**config.mk**
```make
export PLATFORM = sky130hd
export DESIGN_NAME = banded_thermostat_with_setpoint_entry_core_flat
export DESIGN_NICKNAME = d
export VERILOG_FILES = /design/src/hw/rtl/bts_pkg.sv /design/src/hw/rtl/bts_if.sv /design/src/hw/rtl/banded_thermostat_with_setpoint_entry_core.sv /design/src/hw/rtl/bts_conv.sv /design/src/hw/rtl/bts_entry.sv /design/src/flat_wrapper.sv
export SDC_FILE = /design/constraint.sdc
export NUM_CORES = 1
export LEC_CHECK = 0
export BUFFER_PORTS_ARGS = -buffer_cell sky130_fd_sc_hd__buf_2
export CORE_MARGIN = 3
export CORE_UTILIZATION = 35
export DETAILED_ROUTE_END_ITERATION = 10
export PLACE_DENSITY = 0.58
export SLEW_MARGIN = 20
export SYNTH_ARGS = -nofsm -noshare
export SYNTH_HDL_FRONTEND = slang
export SYNTH_SLANG_ARGS = --single-unit
```
**constraint.sdc**
```tcl
create_clock -name clock -period 10.32 [get_ports clock]
set_input_delay 1.032 -clock clock [delete_from_list [all_inputs] [get_ports clock]]
set_output_delay 1.032 -clock clock [all_outputs]
set_load 0.005 [all_outputs]
```
**src/hw/rtl/bts_pkg.sv**
```systemverilog
// shared types, codes and constants for the banded thermostat
`timescale 1ns / 1ps
`default_nettype none

package bts_pkg;

   // result event codes
   localparam logic [2:0] EV_NONE    = 3'd0;
   localparam logic [2:0] EV_ENTRY   = 3'd1;
   localparam logic [2:0] EV_ECHO    = 3'd2;
   localparam logic [2:0] EV_ACCEPT  = 3'd3;
   localparam logic [2:0] EV_REJECT  = 3'd4;
   localparam logic [2:0] EV_CONTROL = 3'd5;

   // drive bands
   localparam logic [2:0] BAND_HEAT = 3'd0;
   localparam logic [2:0] BAND_OFF  = 3'd1;
   localparam logic [2:0] BAND_LOW  = 3'd2;
   localparam logic [2:0] BAND_MED  = 3'd3;
   localparam logic [2:0] BAND_HIGH = 3'd4;

   localparam logic [7:0] DUTY_LOW  = 8'd85;
   localparam logic [7:0] DUTY_MED  = 8'd170;
   localparam logic [7:0] DUTY_HIGH = 8'd255;

   localparam logic [5:0] SETPOINT_RESET = 6'd26;
   localparam logic [6:0] SETPOINT_MIN   = 7'd10;
   localparam logic [6:0] SETPOINT_MAX   = 7'd50;

   typedef struct packed {
      logic [2:0] evt;
      logic [7:0] echo;
      logic [5:0] setpoint;
      logic       control;
   } entry_res_type;

   function automatic logic [7:0] duty_of_band(input logic [2:0] band);
      logic [7:0] duty;
      case (band)
         BAND_LOW:  duty = DUTY_LOW;
         BAND_MED:  duty = DUTY_MED;
         BAND_HIGH: duty = DUTY_HIGH;
         default:   duty = 8'd0;
      endcase
      return duty;
   endfunction

endpackage

`default_nettype wire

```
**src/hw/rtl/bts_if.sv**
```systemverilog
// request and response channel interfaces
`timescale 1ns / 1ps
`default_nettype none

interface bts_req_if;
   logic       valid;
   logic       ready;
   logic       command;
   logic [7:0] serial_byte;
   logic [9:0] sensor_sample;

   modport source (output valid, command, serial_byte, sensor_sample, input ready);
   modport sink (input valid, command, serial_byte, sensor_sample, output ready);
endinterface

interface bts_rsp_if;
   logic       valid;
   logic       ready;
   logic [2:0] event_res;
   logic       heater_on;
   logic       fan_on;
   logic [7:0] fan_duty;
   logic [2:0] fan_band;
   logic [8:0] temperature_c;
   logic [5:0] setpoint_c;
   logic [7:0] echo_byte;

   modport source (output valid, event_res, heater_on, fan_on, fan_duty, fan_band,
                   temperature_c, setpoint_c, echo_byte, input ready);
   modport sink (input valid, event_res, heater_on, fan_on, fan_duty, fan_band,
                 temperature_c, setpoint_c, echo_byte, output ready);
endinterface

`default_nettype wire

```
**src/hw/rtl/banded_thermostat_with_setpoint_entry_core.sv**
```systemverilog
// banded thermostat with serial setpoint entry, top level
//
// req_ch carries one request per handshake: a received serial byte (command 0)
// or a 10-bit sensor sample (command 1). rsp_ch returns exactly one response per
// request, in order: an event code, the held heater/fan drive, the converted
// temperature on a control event, the current setpoint and the echoed byte.
// A request accepted at a clock edge is held in an input register and worked on
// there, and its response is registered in the response register on rsp_ch.
// One request per cycle is taken when the response side keeps up; the input
// register and the response register each hold one request.
// When rsp_ch.ready stays low the response register holds its value, the input
// register fills, and req_ch.ready drops until the response is taken.
// Synchronous reset empties both registers, sets the setpoint to 26 degrees,
// leaves entry mode and sets the drive to all off.
`timescale 1ns / 1ps
`default_nettype none

module banded_thermostat_with_setpoint_entry_core
   import bts_pkg::*;
#(
   parameter int ENTRY_CHARS = 7
) (
   input wire logic clock,
   input wire logic reset,
   bts_req_if.sink  req_ch,
   bts_rsp_if.source rsp_ch
);

   logic       s1_valid_ff, s1_valid_in;
   logic       s1_command_ff;
   logic [7:0] s1_byte_ff;
   logic [9:0] s1_sample_ff;

   logic       out_valid_ff, out_valid_in;
   logic [2:0] out_event_ff;
   logic [2:0] out_band_ff;
   logic [8:0] out_temp_ff;
   logic [5:0] out_setpoint_ff;
   logic [7:0] out_echo_ff;

   logic [2:0] held_band_ff, held_band_in;

   logic          req_fire;
   logic          out_advance;
   logic          s1_fire;
   logic [8:0]    temp;
   logic [9:0]    temp_ext;
   logic [9:0]    sp_ext;
   logic [2:0]    band_new;
   entry_res_type entry_res;

   assign out_advance  = !out_valid_ff || rsp_ch.ready;
   assign s1_fire      = s1_valid_ff && out_advance;
   assign req_ch.ready = !s1_valid_ff || out_advance;
   assign req_fire     = req_ch.valid && req_ch.ready;

   bts_conv u_conv (
      .sensor_sample (s1_sample_ff),
      .temperature_c (temp)
   );

   bts_entry #(
      .EntryChars (ENTRY_CHARS)
   ) u_entry (
      .clock       (clock),
      .reset       (reset),
      .step        (s1_fire),
      .command     (s1_command_ff),
      .serial_byte (s1_byte_ff),
      .res         (entry_res)
   );

   always_comb begin
      temp_ext = {1'b0, temp};
      sp_ext   = {4'b0, entry_res.setpoint};
      if (temp_ext + 10'd4 <= sp_ext) begin
         band_new = BAND_HEAT;
      end else if (temp_ext <= sp_ext + 10'd4) begin
         band_new = BAND_OFF;
      end else if (temp_ext <= sp_ext + 10'd14) begin
         band_new = BAND_LOW;
      end else if (temp_ext <= sp_ext + 10'd24) begin
         band_new = BAND_MED;
      end else begin
         band_new = BAND_HIGH;
      end
      held_band_in = entry_res.control ? band_new : held_band_ff;

      if (req_fire) begin
         s1_valid_in = 1'b1;
      end else if (s1_fire) begin
         s1_valid_in = 1'b0;
      end else begin
         s1_valid_in = s1_valid_ff;
      end

      if (s1_fire) begin
         out_valid_in = 1'b1;
      end else if (rsp_ch.ready) begin
         out_valid_in = 1'b0;
      end else begin
         out_valid_in = out_valid_ff;
      end
   end

   always_ff @(posedge clock) begin
      if (reset) begin
         s1_valid_ff  <= 1'b0;
         out_valid_ff <= 1'b0;
         held_band_ff <= BAND_OFF;
      end else begin
         s1_valid_ff  <= s1_valid_in;
         out_valid_ff <= out_valid_in;
         if (s1_fire) begin
            held_band_ff <= held_band_in;
         end
      end
   end

   always_ff @(posedge clock) begin
      if (req_fire) begin
         s1_command_ff <= req_ch.command;
         s1_byte_ff    <= req_ch.serial_byte;
         s1_sample_ff  <= req_ch.sensor_sample;
      end
      if (s1_fire) begin
         out_event_ff    <= entry_res.control ? EV_CONTROL : entry_res.evt;
         out_band_ff     <= held_band_in;
         out_temp_ff     <= entry_res.control ? temp : 9'd0;
         out_setpoint_ff <= entry_res.setpoint;
         out_echo_ff     <= entry_res.echo;
      end
   end

   assign rsp_ch.valid         = out_valid_ff;
   assign rsp_ch.event_res     = out_event_ff;
   assign rsp_ch.heater_on     = (out_band_ff == BAND_HEAT);
   assign rsp_ch.fan_on        = (out_band_ff >= BAND_LOW);
   assign rsp_ch.fan_duty      = duty_of_band(out_band_ff);
   assign rsp_ch.fan_band      = out_band_ff;
   assign rsp_ch.temperature_c = out_temp_ff;
   assign rsp_ch.setpoint_c    = out_setpoint_ff;
   assign rsp_ch.echo_byte     = out_echo_ff;

endmodule

`default_nettype wire

```
**src/hw/rtl/bts_conv.sv**
```systemverilog
// sensor sample to whole degrees, floor(sample * 500 / 1023)
`timescale 1ns / 1ps
`default_nettype none

module bts_conv (
   input  wire logic [9:0] sensor_sample,
   output logic      [8:0] temperature_c
);

   logic [18:0] product;
   logic [18:0] scaled;
   logic [8:0]  quot_est;
   logic [19:0] remainder;

   always_comb begin
      // times 500 as 512 - 8 - 4
      product   = {sensor_sample, 9'b0} - {6'b0, sensor_sample, 3'b0}
                  - {7'b0, sensor_sample, 2'b0};
      // reciprocal of 1023, never above the true quotient and at most one below
      scaled    = product + {10'b0, product[18:10]};
      quot_est  = scaled[18:10];
      remainder = {1'b0, product} - {1'b0, quot_est, 10'b0} + {11'b0, quot_est};
      if (remainder >= 20'd1023) begin
         temperature_c = quot_est + 9'd1;
      end else begin
         temperature_c = quot_est;
      end
   end

endmodule

`default_nettype wire

```
**src/hw/rtl/bts_entry.sv**
```systemverilog
// setpoint entry: command bytes, incremental number parse, setpoint register
`timescale 1ns / 1ps
`default_nettype none

module bts_entry
   import bts_pkg::*;
#(
   parameter int EntryChars = 7
) (
   input  wire logic          clock,
   input  wire logic          reset,
   input  wire logic          step,
   input  wire logic          command,
   input  wire logic [7:0]    serial_byte,
   output entry_res_type      res
);

   localparam int CountWidth = $clog2(EntryChars + 1);
   localparam logic [CountWidth-1:0] CountMax = CountWidth'(EntryChars);

   localparam logic [1:0] PH_SKIP   = 2'd0;
   localparam logic [1:0] PH_DIGITS = 2'd1;
   localparam logic [1:0] PH_DONE   = 2'd2;

   logic                  entry_mode_ff, entry_mode_in;
   logic [CountWidth-1:0] char_count_ff, char_count_in;
   logic [1:0]            phase_ff, phase_in;
   logic                  negative_ff, negative_in;
   logic [6:0]            value_ff, value_in;
   logic [5:0]            setpoint_ff, setpoint_in;

   logic        is_start;
   logic        is_term;
   logic        is_blank;
   logic        is_sign;
   logic        is_digit;
   logic [1:0]  phase_work;
   logic [10:0] accum;

   always_comb begin
      is_start = serial_byte inside {8'h78, 8'h58};
      is_term  = serial_byte inside {8'h0D, 8'h0A};
      is_blank = serial_byte inside {8'h20, 8'h09, 8'h0B, 8'h0C};
      is_sign  = serial_byte inside {8'h2B, 8'h2D};
      is_digit = serial_byte inside {[8'h30:8'h39]};
      accum    = ({4'b0, value_ff} << 3) + ({4'b0, value_ff} << 1)
                 + {7'b0, serial_byte[3:0]};

      entry_mode_in = entry_mode_ff;
      char_count_in = char_count_ff;
      phase_in      = phase_ff;
      negative_in   = negative_ff;
      value_in      = value_ff;
      setpoint_in   = setpoint_ff;
      phase_work    = phase_ff;
      res.evt       = EV_NONE;
      res.echo      = 8'd0;
      res.control   = 1'b0;

      if (!command) begin
         if (is_start) begin
            entry_mode_in = 1'b1;
            char_count_in = '0;
            phase_in      = PH_SKIP;
            negative_in   = 1'b0;
            value_in      = 7'd0;
            res.evt       = EV_ENTRY;
         end else if (entry_mode_ff) begin
            if (is_term) begin
               if (!negative_ff && value_ff >= SETPOINT_MIN && value_ff <= SETPOINT_MAX) begin
                  setpoint_in = value_ff[5:0];
                  res.evt     = EV_ACCEPT;
               end else begin
                  res.evt = EV_REJECT;
               end
               entry_mode_in = 1'b0;
               char_count_in = '0;
               phase_in      = PH_SKIP;
               negative_in   = 1'b0;
               value_in      = 7'd0;
            end else if (char_count_ff < CountMax) begin
               char_count_in = char_count_ff + 1'b1;
               res.echo      = serial_byte;
               res.evt       = EV_ECHO;
               if (phase_ff == PH_SKIP && is_sign) begin
                  negative_in = (serial_byte == 8'h2D);
                  phase_in    = PH_DIGITS;
               end else if (!(phase_ff == PH_SKIP && is_blank)) begin
                  if (phase_ff == PH_SKIP) begin
                     phase_work = PH_DIGITS;
                  end
                  phase_in = phase_work;
                  if (phase_work == PH_DIGITS) begin
                     if (is_digit) begin
                        value_in = (accum > 11'd127) ? 7'd127 : accum[6:0];
                     end else begin
                        phase_in = PH_DONE;
                     end
                  end
               end
            end
         end
      end else if (!entry_mode_ff) begin
         res.control = 1'b1;
      end

      res.setpoint = setpoint_in;
   end

   always_ff @(posedge clock) begin
      if (reset) begin
         entry_mode_ff <= 1'b0;
         char_count_ff <= '0;
         phase_ff      <= PH_SKIP;
         negative_ff   <= 1'b0;
         value_ff      <= 7'd0;
         setpoint_ff   <= SETPOINT_RESET;
      end else if (step) begin
         entry_mode_ff <= entry_mode_in;
         char_count_ff <= char_count_in;
         phase_ff      <= phase_in;
         negative_ff   <= negative_in;
         value_ff      <= value_in;
         setpoint_ff   <= setpoint_in;
      end
   end

endmodule

`default_nettype wire

```
**src/flat_wrapper.sv**
```systemverilog
// flat-port wrapper written by rule: the top's interface ports become plain ports
module banded_thermostat_with_setpoint_entry_core_flat import bts_pkg::*;
#(
   parameter int ENTRY_CHARS = 7
)
  (clock, reset, req_ch_valid, req_ch_command, req_ch_serial_byte, req_ch_sensor_sample, req_ch_ready, rsp_ch_valid, rsp_ch_event_res, rsp_ch_heater_on, rsp_ch_fan_on, rsp_ch_fan_duty, rsp_ch_fan_band, rsp_ch_temperature_c, rsp_ch_setpoint_c, rsp_ch_echo_byte, rsp_ch_ready);
  bts_req_if req_ch_i ();
  bts_rsp_if rsp_ch_i ();
  input wire logic clock;
  input wire logic reset;
  input wire logic [$bits(req_ch_i.valid)-1:0] req_ch_valid;
  input wire logic [$bits(req_ch_i.command)-1:0] req_ch_command;
  input wire logic [$bits(req_ch_i.serial_byte)-1:0] req_ch_serial_byte;
  input wire logic [$bits(req_ch_i.sensor_sample)-1:0] req_ch_sensor_sample;
  output wire logic [$bits(req_ch_i.ready)-1:0] req_ch_ready;
  output wire logic [$bits(rsp_ch_i.valid)-1:0] rsp_ch_valid;
  output wire logic [$bits(rsp_ch_i.event_res)-1:0] rsp_ch_event_res;
  output wire logic [$bits(rsp_ch_i.heater_on)-1:0] rsp_ch_heater_on;
  output wire logic [$bits(rsp_ch_i.fan_on)-1:0] rsp_ch_fan_on;
  output wire logic [$bits(rsp_ch_i.fan_duty)-1:0] rsp_ch_fan_duty;
  output wire logic [$bits(rsp_ch_i.fan_band)-1:0] rsp_ch_fan_band;
  output wire logic [$bits(rsp_ch_i.temperature_c)-1:0] rsp_ch_temperature_c;
  output wire logic [$bits(rsp_ch_i.setpoint_c)-1:0] rsp_ch_setpoint_c;
  output wire logic [$bits(rsp_ch_i.echo_byte)-1:0] rsp_ch_echo_byte;
  input wire logic [$bits(rsp_ch_i.ready)-1:0] rsp_ch_ready;
  assign req_ch_i.valid = req_ch_valid;
  assign req_ch_i.command = req_ch_command;
  assign req_ch_i.serial_byte = req_ch_serial_byte;
  assign req_ch_i.sensor_sample = req_ch_sensor_sample;
  assign req_ch_ready = req_ch_i.ready;
  assign rsp_ch_valid = rsp_ch_i.valid;
  assign rsp_ch_event_res = rsp_ch_i.event_res;
  assign rsp_ch_heater_on = rsp_ch_i.heater_on;
  assign rsp_ch_fan_on = rsp_ch_i.fan_on;
  assign rsp_ch_fan_duty = rsp_ch_i.fan_duty;
  assign rsp_ch_fan_band = rsp_ch_i.fan_band;
  assign rsp_ch_temperature_c = rsp_ch_i.temperature_c;
  assign rsp_ch_setpoint_c = rsp_ch_i.setpoint_c;
  assign rsp_ch_echo_byte = rsp_ch_i.echo_byte;
  assign rsp_ch_i.ready = rsp_ch_ready;
  banded_thermostat_with_setpoint_entry_core #(.ENTRY_CHARS(ENTRY_CHARS)) u_core (.clock(clock), .reset(reset), .req_ch(req_ch_i), .rsp_ch(rsp_ch_i));
endmodule
```
==> results.md <==
- Startpoint class of the critical path: flop
- RePlAce Congestion: 0.892
- Vias: 6,056
- Initial antenna violation count: 0
- Post-Syn Area: 7200 um2
- Fmax achieved: 104 MHz
- CTS buffer count: 9
- Clock Sinks: 73
- Worst-path clk slew: 60 ps
- Critical Path End Type: flop
- Clock tree buffer depth: 2
- Max_cap viols: 0
- Outcome: finished clean
- Crit path top cell by count: ha_1
- Post-synthesis async set-or-reset flop share: 0%
- Pwr Density: 221 nW/um2
- Tcrit/Tclk final: 93.4%
- Post-synth top area share: 20.0%
- Combinational group share of total power: 64.4%
- Initial Util: 36.3%
- Register area share after synthesis: 27.0%
- Post-cts hold buffer count: 0
- Slew HR: 32.7%
- Number of vias per cell: 5.28
- Post-synth cell types: 84
- Grt ovf: 0
- Yosys warns: 0
- Die footprint: 22,300 um2
- Crit path largest cell delay: 560 ps
- Setup Viol. Count Final: 0
- Total wire length: 17,300 um
- Pin count of the biggest net entering global routing: 35
- Hold Vio Cnt, Final: 0
- Worst Path Arrival: 9810 ps
- PortBufs: 63
- Post-DP HPWL: 13,800 um
- Largest area contributor in the netlist: edfxtp_1
- Root buffer selected by CTS: clkbuf_16
- Top post-synthesis cells by count: ha_1 (102), inv_1 (73), nand2_1 (67)
- Post-DRT Antenna Nets: 0
- Post-synth EDFFs: 48
- Clk network pwr share: 16.5%
- Top_reg_cell synth: edfxtp_1
- Max-slew violations: 0
- Dpl cells: 1,132
- Final Net Count: 1,008
- Placed instance area: 7760 um2
- Tightest Pin Transition: 981 ps
- VDD IR-drop max: 132 uV
- Crit Path Category: reg -> reg
- Setup WS post-layout: 682 ps
- H-Tree Level Count: 3
- Post-Synthesis Cells: 823
- Iter 0 DRT Violations: 385
- Fin cells: 1,148
- First-pass GRT wire length: 28,200 um
- Standard-cell rows: 51
- Synth top area cells: edfxtp_1 (20%), ha_1 (18%), dfxtp_1 (7.0%), xnor2_1 (5.1%), a21oi_1 (4.1%)
- Die Y: 149 um
- Fin crit period: 9640 ps
- RSZ-0062 raised after global routing: false
- CP max stage cell: o32ai_1
- # diodes: 0
- Clock Latency Late Sink: 350 ps
- Internal power: 961 uW
- Mean Syn Cell Area: 8.75 um2
- Ratio of cells with drive above 1 in the final layout: 14.0%
- Pre-CTS setup slack: 506 ps
- Setup Skew: 7.64 ps
- Switching power: 831 uW
- Max Fanout on Critical Path: 6
- Worst Hold Class: reg -> reg
- Ports: 64
- CP required: 10,490 ps
- Drt pass-1 iters: 5
- Total GRT Usage: 15.6%
- Fin area: 8090 um2
- Number of global-route vias before repair: 5,482
- Flops & latches, synth: 73
- CTS tree: built
- Area growth syn-to-layout: 12.4%
- Worst reg-to-reg setup slack: 680 ps
- Setup total negative slack: 0 ps
- Leak Pwr: 3.50 nW
- Most common cell in the synthesized netlist: ha_1
- Overall power: 1.79 mW
- Sw Ratio: 46.4%
- Drt drc: 0
- Die width: 149 um
- Syn_nets: 953
- Wirelength per Cell: 15.1 um
- Core Area: 19,800 um2
- Sequential power share: 19.1%
-- critical path, delay by kind of cell, from the launching register on --
family	cells	cell delay, ps
XOR/XNOR	1	310
AO/OA/AOI/OAI	18	3960
flip-flops	1	450
buffers and inverters	6	760
AND/OR/NAND/NOR	9	1910
adder cells (fa/ha/maj)	7	2060
-- logic make-up (layout without fill, tap and decap cells) --
logic type | Yosys count | count (layout) | share of synthesized area (%)
DFF | 73 | 73 | 27.0
and+or+nand+nor | 265 | 265 | 18.7
AOI/OAI and AO/OA | 205 | 205 | 19.7
xor gates and xnor gates | 56 | 56 | 7.11
adders and majority gates | 108 | 108 | 19.3
buffers and inverters | 98 | 158 | 5.60
muxes | 18 | 18 | 2.66
-- cell usage in the layout, fill, tap and decap left out, types with 8 or more instances in the layout --
| master | netlist | layout |
|---|---|---|
| a21o_1 | 10 | 10 |
| a21oi_1 | 59 | 59 |
| and2_1 | 15 | 15 |
| buf_2 | 4 | 63 |
| clkbuf_16 | 0 | 9 |
| dfxtp_1 | 25 | 25 |
| edfxtp_1 | 48 | 48 |
| ha_1 | 102 | 102 |
| inv_1 | 73 | 72 |
| mux2i_1 | 12 | 12 |
| nand2_1 | 67 | 67 |
| nand3_1 | 29 | 29 |
| nand4_1 | 13 | 13 |
| nor2_1 | 49 | 49 |
| nor2b_1 | 19 | 19 |
| nor3_1 | 17 | 17 |
| o21a_1 | 16 | 16 |
| o21ai_0 | 32 | 31 |
| o21ai_1 | 7 | 8 |
| or2_2 | 8 | 8 |
| or3_1 | 11 | 11 |
| xnor2_1 | 42 | 40 |
| xor2_1 | 12 | 12 |
-- cell type report --
cell class                      instances  area (um2)
Clock inverter                          6        52.6
Multi-Input combinational cell        652        4900
Tap cell                              265         332
Clock buffer                           10         229
Fill cell                            1992       11800
Sequential cell                        73        1940
Inverter                               73         274
Timing Repair Buffer                   69         360
-- per-stage QoR --
step	hold WS, ps	util (%)
after floorplan	435	-
after global placement	446	39.1
after detailed placement	449	39.1
after CTS	463	40.5
after global routing	494	40.8
final	463	40.8
-- final timing paths --
check / start / endpoint / cells past startpoint
max: u_core.s1_sample_ff[2]$_DFFE_PP_ / u_core.rsp_ch.fan_band[1]$_DFFE_PP_ / 41
min: u_core.u_entry.setpoint_ff[3]$_SDFFE_PP1P_ / u_core.u_entry.setpoint_ff[3]$_SDFFE_PP1P_ / 1
max reg2reg: u_core.s1_sample_ff[2]$_DFFE_PP_ / u_core.rsp_ch.fan_band[1]$_DFFE_PP_ / 41
min reg2reg: u_core.u_entry.setpoint_ff[3]$_SDFFE_PP1P_ / u_core.u_entry.setpoint_ff[3]$_SDFFE_PP1P_ / 1
-- sequential cells by signal, indices dropped and copies added, names as in the netlist, 2 cells and up --
| register | count |
|---|---|
| u_core.u_entry.phase_ff | 2 |
| u_core.rsp_ch.fan_band | 3 |
| u_core.u_entry.value_ff | 7 |
| u_core.u_entry.char_count_ff | 3 |
| u_core.s1_sample_ff | 10 |
| u_core.rsp_ch.event_res | 3 |
| u_core.s1_byte_ff | 8 |
| u_core.rsp_ch.setpoint_c | 6 |
| u_core.u_entry.setpoint_ff | 6 |
| u_core.held_band_ff | 3 |
| u_core.rsp_ch.echo_byte | 8 |
| u_core.rsp_ch.temperature_c | 9 |
-- routing by layer --
metal | routed length (um) | track usage [%] | part of all wire [%]
met5 | 0 | 0 | 0
met4 | 165 | 3.16 | 0.95
met2 | 7280 | 22.9 | 42
met1 | 8950 | 23.5 | 52
met3 | 908 | 3.48 | 5.2
-- power groups by stage --
stage / registers (mW) / logic [mW] / clock network (mW)
2_1_floorplan: 0.348 / 0.878 / 0
3_3_place_gp: 0.349 / 1.12 / 0
3_5_place_dp: 0.349 / 1.12 / 0
4_1_cts: 0.343 / 1.13 / 0.306
5_1_grt: 0.344 / 1.28 / 0.318
6_report: 0.342 / 1.15 / 0.296
-- what timing repair did --
action / 4_1_cts / 5_1_grt
setup buffers: 0 / 0
endpoints found under the setup margin: 0 / 6
resized for setup: 0 / 11
(Power assumes the default switching activity.)
